## src/rtl/stph_pkg.sv

```systemverilog
// ============================================================================
// stph_pkg
// Shared types and constants for the seed text parse-or-hash unit.
// ============================================================================
package stph_pkg;

   localparam logic [20:0] REPL_CP   = 21'h00FFFD;
   localparam logic [20:0] MAX_CP    = 21'h10FFFF;
   localparam logic [20:0] SUPP_BASE = 21'h010000;
   localparam logic [15:0] HI_SURR   = 16'hD800;
   localparam logic [15:0] LO_SURR   = 16'hDC00;
   localparam logic [63:0] POS_LIMIT = 64'h7FFF_FFFF_FFFF_FFFF;
   localparam logic [63:0] NEG_LIMIT = 64'h8000_0000_0000_0000;

   // One-hot controller states
   typedef enum logic [4:0] {
      ST_IDLE   = 5'b00001,   // waiting for a word
      ST_HASH   = 5'b00010,   // pushing queued hash units
      ST_DIGIT  = 5'b00100,   // numeric update after decode
      ST_FINAL  = 5'b01000,   // end-of-text replay done, form result
      ST_OUT    = 5'b10000    // result held until taken
   } state_type;

   // Controller -> datapath commands
   typedef struct packed {
      logic load;     // capture the accepted word
      logic decode;   // classify byte, queue hash units
      logic hash;     // apply one queued hash unit
      logic digit;    // numeric tracker update
      logic flush;    // queue replay of an open sequence
      logic finish;   // build result word
      logic clear;    // back to reset state
   } cmd_type;

   // Datapath -> controller status
   typedef struct packed {
      logic units_left;   // hash units still queued
      logic last;         // captured word ends the text
      logic present;      // captured word carries a byte
      logic taken;        // byte passed the leading-space filter
   } sts_type;

   function automatic logic is_ws(input logic [7:0] b);
      return b == 8'h20 || b == 8'h09 || b == 8'h0A || b == 8'h0B ||
             b == 8'h0C || b == 8'h0D;
   endfunction

endpackage

```

## src/rtl/stph_ctrl.sv

```systemverilog
// ============================================================================
// stph_ctrl
// Sequencer: load, decode, drain hash units, numeric update, result.
// ============================================================================
module stph_ctrl (
   input  logic              clock,
   input  logic              reset,
   input  logic              req_tvalid,
   output logic              req_tready,
   output logic              rsp_tvalid,
   input  logic              rsp_tready,
   input  stph_pkg::sts_type sts,
   output stph_pkg::cmd_type cmd
);
   import stph_pkg::*;

   state_type state_ff, state_in;
   logic      fin_ff, fin_in;   // hash drain belongs to end-of-text

   assign req_tready = state_ff == ST_IDLE;
   assign rsp_tvalid = state_ff == ST_OUT;

   always_comb begin
      state_in = state_ff;
      fin_in   = fin_ff;
      cmd      = '0;
      case (state_ff)
         ST_IDLE: begin
            if (req_tvalid) begin
               cmd.load = 1'b1;
               state_in = ST_HASH;
               fin_in   = 1'b0;
            end
         end
         ST_HASH: begin
            // after load: decode first (kept byte only); then drain queue
            if (sts.units_left) begin
               cmd.hash = 1'b1;
            end else if (fin_ff) begin
               state_in = ST_FINAL;
            end else begin
               state_in = ST_DIGIT;
            end
         end
         ST_DIGIT: begin
            cmd.digit = sts.present && sts.taken;
            if (sts.last) begin
               cmd.flush = 1'b1;
               fin_in    = 1'b1;
               state_in  = ST_HASH;
            end else begin
               state_in  = ST_IDLE;
            end
         end
         ST_FINAL: begin
            cmd.finish = 1'b1;
            state_in   = ST_OUT;
         end
         ST_OUT: begin
            if (rsp_tready) begin
               cmd.clear = 1'b1;
               state_in  = ST_IDLE;
            end
         end
         default: state_in = ST_IDLE;
      endcase
   end

   always_ff @(posedge clock) begin
      if (reset) begin
         state_ff <= ST_IDLE;
         fin_ff   <= 1'b0;
      end else begin
         state_ff <= state_in;
         fin_ff   <= fin_in;
      end
   end

endmodule

```

## src/rtl/stph_dpath.sv

```systemverilog
// ============================================================================
// stph_dpath
// UTF-8 decode, hash unit queue, decimal tracker and result register.
// ============================================================================
module stph_dpath (
   input  logic              clock,
   input  logic              reset,
   input  logic [7:0]        in_byte,
   input  logic              in_present,
   input  logic              in_last,
   input  stph_pkg::cmd_type cmd,
   output stph_pkg::sts_type sts,
   output logic [63:0]       seed_value,
   output logic              seed_found,
   output logic              from_number
);
   import stph_pkg::*;

   logic [7:0]  byte_ff;
   logic        pres_ff, last_ff, taken_ff, dec_ff;
   logic [20:0] part_ff;
   logic [1:0]  exp_ff, rcv_ff;
   logic [31:0] hrun_ff, hcom_ff;
   // queue: up to three replacement units, then one code point (one unit or two halves)
   logic [2:0]  nrep_ff;
   logic        cp_v_ff, cp_ws_ff, lo_v_ff;
   logic [15:0] cp_u_ff, lo_u_ff;
   logic [63:0] mag_ff;
   logic        neg_ff, num_ff, dig_ff, start_ff, spend_ff, first_ff;
   logic [63:0] out_v_ff;
   logic        out_f_ff, out_n_ff;

   assign sts.units_left = dec_ff || nrep_ff != '0 || cp_v_ff || lo_v_ff;
   assign sts.last       = last_ff;
   assign sts.present    = pres_ff;
   assign sts.taken      = taken_ff;
   assign seed_value     = out_v_ff;
   assign seed_found     = out_f_ff;
   assign from_number    = out_n_ff;

   // decode of the held byte
   logic        b_ws, b_cont, b_done, b_bad;
   logic [20:0] b_code;
   logic [20:0] b_low, cp_sel, rest;
   always_comb begin
      b_ws   = is_ws(byte_ff);
      b_cont = byte_ff[7:6] == 2'b10;
      b_code = {part_ff[14:0], byte_ff[5:0]};
      b_done = exp_ff != 2'd0 && b_cont && (rcv_ff + 2'd1) == exp_ff;
      b_low  = exp_ff == 2'd1 ? 21'h80 : (exp_ff == 2'd2 ? 21'h800 : SUPP_BASE);
      b_bad  = b_code < b_low || b_code > MAX_CP ||
               (b_code >= 21'hD800 && b_code <= 21'hDFFF);
      cp_sel = b_bad ? REPL_CP : b_code;
      rest   = cp_sel - SUPP_BASE;
   end

   // one hash step on the head of the queue
   logic [15:0] unit;
   logic        unit_ws;
   always_comb begin
      unit_ws = 1'b0;
      if (nrep_ff != '0)      unit = REPL_CP[15:0];
      else if (cp_v_ff) begin
         unit = cp_u_ff; unit_ws = cp_ws_ff;
      end else                unit = lo_u_ff;
   end
   logic [31:0] h_next;
   assign h_next = {hrun_ff[26:0], 5'd0} - hrun_ff + {16'd0, unit};

   // decimal step
   logic [3:0]  dgt;
   logic [63:0] lim, mag10;
   logic        over;
   assign dgt   = byte_ff[3:0];
   assign lim   = neg_ff ? NEG_LIMIT : POS_LIMIT;
   assign mag10 = {mag_ff[60:0], 3'd0} + {mag_ff[62:0], 1'b0};
   // magnitude*10 + digit > limit, with overflow of *10 caught by top bits
   assign over  = mag_ff > 64'h0CCC_CCCC_CCCC_CCCC ||
                  (mag10 + {60'd0, dgt}) > lim;

   always_ff @(posedge clock) begin
      if (reset || cmd.clear) begin
         dec_ff <= 1'b0; nrep_ff <= '0; cp_v_ff <= 1'b0; lo_v_ff <= 1'b0;
         part_ff <= '0; exp_ff <= '0; rcv_ff <= '0;
         hrun_ff <= '0; hcom_ff <= '0; mag_ff <= '0;
         neg_ff <= 1'b0; num_ff <= 1'b1; dig_ff <= 1'b0;
         start_ff <= 1'b0; spend_ff <= 1'b0; first_ff <= 1'b0;
         taken_ff <= 1'b0; out_f_ff <= 1'b0;
      end else begin
         if (cmd.load) begin
            byte_ff  <= in_byte;
            pres_ff  <= in_present;
            last_ff  <= in_last;
            taken_ff <= in_present && (start_ff || !is_ws(in_byte));
            first_ff <= !start_ff;
            dec_ff   <= in_present && (start_ff || !is_ws(in_byte));
            if (in_present && !is_ws(in_byte)) start_ff <= 1'b1;
         end
         if (dec_ff) begin
            dec_ff <= 1'b0;
            if (exp_ff != 2'd0 && b_cont) begin
               part_ff <= b_code;
               rcv_ff  <= rcv_ff + 2'd1;
               if (b_done) begin
                  exp_ff  <= '0; rcv_ff <= '0; part_ff <= '0;
                  cp_ws_ff <= 1'b0;
                  if (cp_sel >= SUPP_BASE) begin
                     cp_v_ff <= 1'b1; cp_u_ff <= HI_SURR + {6'd0, rest[19:10]};
                     lo_v_ff <= 1'b1; lo_u_ff <= LO_SURR + {6'd0, rest[9:0]};
                  end else begin
                     cp_v_ff <= 1'b1; cp_u_ff <= cp_sel[15:0];
                  end
               end
            end else begin
               nrep_ff <= exp_ff != 2'd0 ? {1'b0, rcv_ff} + 3'd1 : 3'd0;
               exp_ff  <= '0; rcv_ff <= '0; part_ff <= '0;
               cp_ws_ff <= b_ws;
               if (!byte_ff[7]) begin
                  cp_v_ff <= 1'b1; cp_u_ff <= {8'd0, byte_ff};
               end else if (byte_ff[7:5] == 3'b110) begin
                  exp_ff <= 2'd1; part_ff <= {16'd0, byte_ff[4:0]};
               end else if (byte_ff[7:4] == 4'b1110) begin
                  exp_ff <= 2'd2; part_ff <= {17'd0, byte_ff[3:0]};
               end else if (byte_ff[7:3] == 5'b11110) begin
                  exp_ff <= 2'd3; part_ff <= {18'd0, byte_ff[2:0]};
               end else begin
                  cp_v_ff <= 1'b1; cp_u_ff <= REPL_CP[15:0];
               end
            end
         end else if (cmd.hash) begin
            hrun_ff <= h_next;
            if (!unit_ws) hcom_ff <= h_next;
            if (nrep_ff != '0) nrep_ff <= nrep_ff - 3'd1;
            else if (cp_v_ff)  cp_v_ff <= 1'b0;
            else               lo_v_ff <= 1'b0;
         end
         if (cmd.flush) begin
            nrep_ff <= exp_ff != 2'd0 ? {1'b0, rcv_ff} + 3'd1 : 3'd0;
            exp_ff  <= '0; rcv_ff <= '0; part_ff <= '0;
         end
         if (cmd.digit) begin
            if (b_ws) spend_ff <= 1'b1;
            else begin
               spend_ff <= 1'b0;
               if (first_ff && (byte_ff == 8'h2B || byte_ff == 8'h2D)) begin
                  neg_ff <= byte_ff == 8'h2D;
                  if (spend_ff) num_ff <= 1'b0;
               end else if (spend_ff || !num_ff) num_ff <= 1'b0;
               else if (byte_ff < 8'h30 || byte_ff > 8'h39 || over) num_ff <= 1'b0;
               else begin
                  mag_ff <= mag10 + {60'd0, dgt};
                  dig_ff <= 1'b1;
               end
            end
         end
         if (cmd.finish) begin
            out_f_ff <= start_ff;
            out_n_ff <= start_ff && num_ff && dig_ff;
            if (!start_ff) out_v_ff <= '0;
            else if (num_ff && dig_ff) out_v_ff <= neg_ff ? (~mag_ff + 64'd1) : mag_ff;
            else out_v_ff <= {{32{hcom_ff[31]}}, hcom_ff};
         end
      end
   end

endmodule

```

## src/rtl/seed_text_parse_or_hash_unit.sv

```systemverilog
// ============================================================================
// seed_text_parse_or_hash_unit
// Trims a UTF-8 seed text; returns its signed decimal value or string hash.
// ============================================================================
// Per word: a kept byte is decoded, then each hash unit it queues (0..4) is
// applied in turn before the numeric update; a word without a kept byte
// skips both. One word at a time: a new word waits until the last is done.
// End-of-text word: replays an open sequence (0..3 units) as replacement
// hash units, then forms the result word, held until taken. Reset: synchronous,
// active high; all parse state cleared, no result pending.
module seed_text_parse_or_hash_unit (
   input  logic        clock,
   input  logic        reset,
   input  logic        req_tvalid,
   output logic        req_tready,
   input  logic [7:0]  req_tdata,   // [7:0] text_byte
   input  logic        req_tuser,   // byte_present
   input  logic        req_tlast,   // end_of_text
   output logic        rsp_tvalid,
   input  logic        rsp_tready,
   output logic [63:0] rsp_tdata,   // [63:0] seed_value
   output logic [1:0]  rsp_tuser    // [0] seed_found, [1] from_number
);
   import stph_pkg::*;

   cmd_type cmd;
   sts_type sts;

   // controller sequences decode, hash drain and digit update per word
   stph_ctrl u_ctrl (
      .clock, .reset, .req_tvalid, .req_tready,
      .rsp_tvalid, .rsp_tready, .sts, .cmd
   );

   stph_dpath u_dpath (
      .clock, .reset,
      .in_byte     (req_tdata),
      .in_present  (req_tuser),
      .in_last     (req_tlast),
      .cmd, .sts,
      .seed_value  (rsp_tdata),
      .seed_found  (rsp_tuser[0]),
      .from_number (rsp_tuser[1])
   );

endmodule

```

## config.mk

```make
export PLATFORM = sky130hd
export DESIGN_NAME = seed_text_parse_or_hash_unit
export DESIGN_NICKNAME = d
export VERILOG_FILES = /design/src/rtl/stph_pkg.sv /design/src/rtl/stph_ctrl.sv /design/src/rtl/stph_dpath.sv /design/src/rtl/seed_text_parse_or_hash_unit.sv
export SDC_FILE = /design/constraint.sdc
export NUM_CORES = 1
export LEC_CHECK = 0
export ABC_AREA = 1
export CORE_MARGIN = 2
export CORE_UTILIZATION = 60
export DETAILED_ROUTE_END_ITERATION = 6
export DONT_BUFFER_PORTS = 1
export PLACE_DENSITY_LB_ADDON = 0.08
export SLEW_MARGIN = 25
export SYNTH_ARGS = -nofsm -noshare
export SYNTH_HDL_FRONTEND = slang
export SYNTH_SLANG_ARGS = --single-unit
export TNS_END_PERCENT = 30
```

## constraint.sdc

```tcl
create_clock -name clock -period 8.07 [get_ports clock]
set_input_delay 0.4035 -clock clock [delete_from_list [all_inputs] [get_ports clock]]
set_output_delay 0.4035 -clock clock [all_outputs]
set_load 0.03 [all_outputs]
```

==> metrics.cfg <==
[layout]
fill_cells=3537
most-common-layout-cells=873 x nand2_1, 531 x nor2_1, 494 x inv_1
drive_gt1_share_pct=2.83
area_growth_syn_to_layout_pct=6.87
stdcell_count=4056
final_common_cell=nand2_1
antenna_cells=0
final_nets=3789

[floorplanning]
die_x_um=201
fp-row-count=72
die_area_mm2=0.0402
io_pins=82
start_util_pct=60.4
core-area_mm2=0.0384
die_h_um=201

[sta]
hold_viol=0
fin_crit_ps=6320
clock_skew_ps=57.0
setup_viol=0
max_freq_ghz=0.158
finalCritPeriodShare_pct=78.4
rsz0062_at_grt=no
holdWs_ps=44.9
maxSlewHeadroom_pct=26.3
drv_slew=0
worst_slew_pin_slew_ps=1100
setup_tns_ps=0

[worst_setup_path]
reg2reg_depth=27
crit_fanout=103
r2r_slack_ps=1750
crit_arrival_ps=6790
path_common_cell=nand2_1
critical_path_required_ps=8540
r2r-end=u_dpath.mag_ff[6]$_SDFFE_PP0P_
r2r_start=u_dpath.byte_ff[3]$_DFFE_PP_
endpoint_kind=register
max_stage_delay_ps=790
critical_path_class=register to register
start_kind=register
crit_slowest_cell=buf_4

[clock_network]
cts_buffers=30
cts.clk_slew.worst_paths_ps=70
cts.htree.levels=1
clock-root-buffer=clkbuf_16
clk_latency_ps=620
numClockSinks=269
post_cts_resized=0
cts_buffer_depth=3
cts_tree=yes

[worst_hold_path]
min_path_type=primary input to register
hold_depth=3
min_from=rsp_tready
min_to=u_ctrl.state_ff[4]$_SDFFE_PP0P_

[outcome]
violations=design-rule violations
outcome=finished, violations left

[route]
dr.pass1.iters=7
postRouteAntennaNets=0
post-route-drc-count=3
wl_per_cell_um=19.9
vias_per_cell=5.92
drt_first_iter_violations=2549
vias=24000
wirelength_um=80800

[synth]
synth_fp_nets=3811
synth-edff-count=102
synth_area_mm2=0.0232
yosysSeqAreaShare_pct=27.6
syn_area_per_cell_um2=6.56
synth_cell_types=54
synth_top_area_share_pct=14.4
synthTopCellsByArea=dfxtp_1 14%, nand2_1 14%, ha_1 13%
ys_async_sr_fraction_pct=0
synthFlopType=dfxtp_1
yosysTopAreaCell=dfxtp_1
ys_ff_latch=269
ys_warn_count=0
synthCells=3536

[place]
place_congestion=1.01
numPlacedInstances=3989
post-dp-hpwl_um=64300
io_buffers=0

[global_routing]
grt_pass1_vias=22900
grt_use_total_pct=39.4
grt_max_degree=104
antenna_found_initial=0
grt_overflow=0
grt_pass1_wl_um=125000

[pwr]
leakage_uw=0.0130
power.density_mw_per_mm2=149
irDropWorstVdd_v=0.000286

[flow_run]
drv_cap=0

state kept, by name (all words and copies together) (netlist names), 2 cells and up:
signal,cells
u_dpath.seed_value,64
u_dpath.lo_u_ff,10
u_dpath.rcv_ff,2
u_dpath.nrep_ff,3
u_dpath.part_ff,15
u_dpath.hrun_ff,32
u_dpath.exp_ff,2
u_dpath.byte_ff,8
u_dpath.hcom_ff,32
u_ctrl.state_ff,5
u_dpath.mag_ff,64
u_dpath.cp_u_ff,16
routing by layer:
metal	track usage [%]	wire (um)
met1	46.5	30600
met2	66.9	37400
met3	4.94	6140
met4	27.4	6690
met5	0	0
kinds of logic after synthesis:
family                     count (synthesis)  share of synthesized area (%)
AOI/OAI and AO/OA                        558                           13.0
DFF                                      269                           27.6
xor gates and xnor gates                  96                           3.63
and+or+nand+nor                         1767                           31.4
adders and majority gates                261                           14.5
buffers and inverters                    585                           9.78
worst max-delay path by stage:
stage,cells after the start,start,end
global placement,27,u_dpath.mag_ff[2]$_SDFFE_PP0P_,u_dpath.mag_ff[46]$_SDFFE_PP0P_
floorplan,6,u_ctrl.state_ff[1]$_SDFFE_PP0P_,u_dpath.from_number$_DFFE_PP_
global route,27,u_dpath.byte_ff[3]$_DFFE_PP_,u_dpath.mag_ff[7]$_SDFFE_PP0P_
CTS,27,u_dpath.mag_ff[2]$_SDFFE_PP0P_,u_dpath.mag_ff[6]$_SDFFE_PP0P_
detailed placement,27,u_dpath.mag_ff[2]$_SDFFE_PP0P_,u_dpath.mag_ff[10]$_SDFFE_PP0P_
finish,27,u_dpath.byte_ff[3]$_DFFE_PP_,u_dpath.mag_ff[6]$_SDFFE_PP0P_
cell usage after synthesis (all sizes together), types with 27 or more instances:
master	count
nor2	536
edfxtp	102
clkbuf	58
dfxtp	167
nand3	194
nand4	60
nor4	27
o21ai	210
xor2	78
ha	247
nor3	43
a21oi	258
inv	500
nand2	874
through the flow:
step	total power [uW]	utilization, %	worst slack, ps	cell area, um^2
floorplan	2050	-	3660	23200
global placement	2240	61.6	2090	23600
detailed placement	2250	61.6	1890	23600
CTS	3670	64.6	1860	24800
global route	3850	64.6	1290	24800
finish	3700	64.6	1750	24800
cell type report:
| type | count | area [um^2] | area share (%) |
|---|---|---|---|
| multi-input cells | 2682 | 14600 | 58.8 |
| flip-flops and latches | 269 | 6410 | 25.9 |
| inverters | 504 | 1890 | 7.63 |
| clock buffers | 35 | 801 | 3.23 |
| well taps | 518 | 648 | 2.62 |
| clock inverters | 21 | 234 | 0.944 |
| repair buffers | 27 | 234 | 0.944 |
power by group:
group          total (uW)  switching [uW]  leakage [uW]  internal, uW
Clock                1440             624      0.000493           816
Combinational         795             544        0.0102           252
Sequential           1460            27.8       0.00228          1430
worst max-delay path, delay by kind of cell (launching register included):
kind | cells | cell delay [ps]
AO/OA/AOI/OAI | 2 | 790
adder cells (fa/ha/maj) | 3 | 1160
buffers and inverters | 3 | 990
flip-flops | 1 | 580
AND/OR/NAND/NOR | 19 | 2630
timing repair:
action | 4_1_cts | 5_1_grt
hold endpoints to repair | 16 | 0
hold buffers | 11 | 0
setup buffers | 0 | 0
Note: power is estimated with default switching activity, not from simulation.
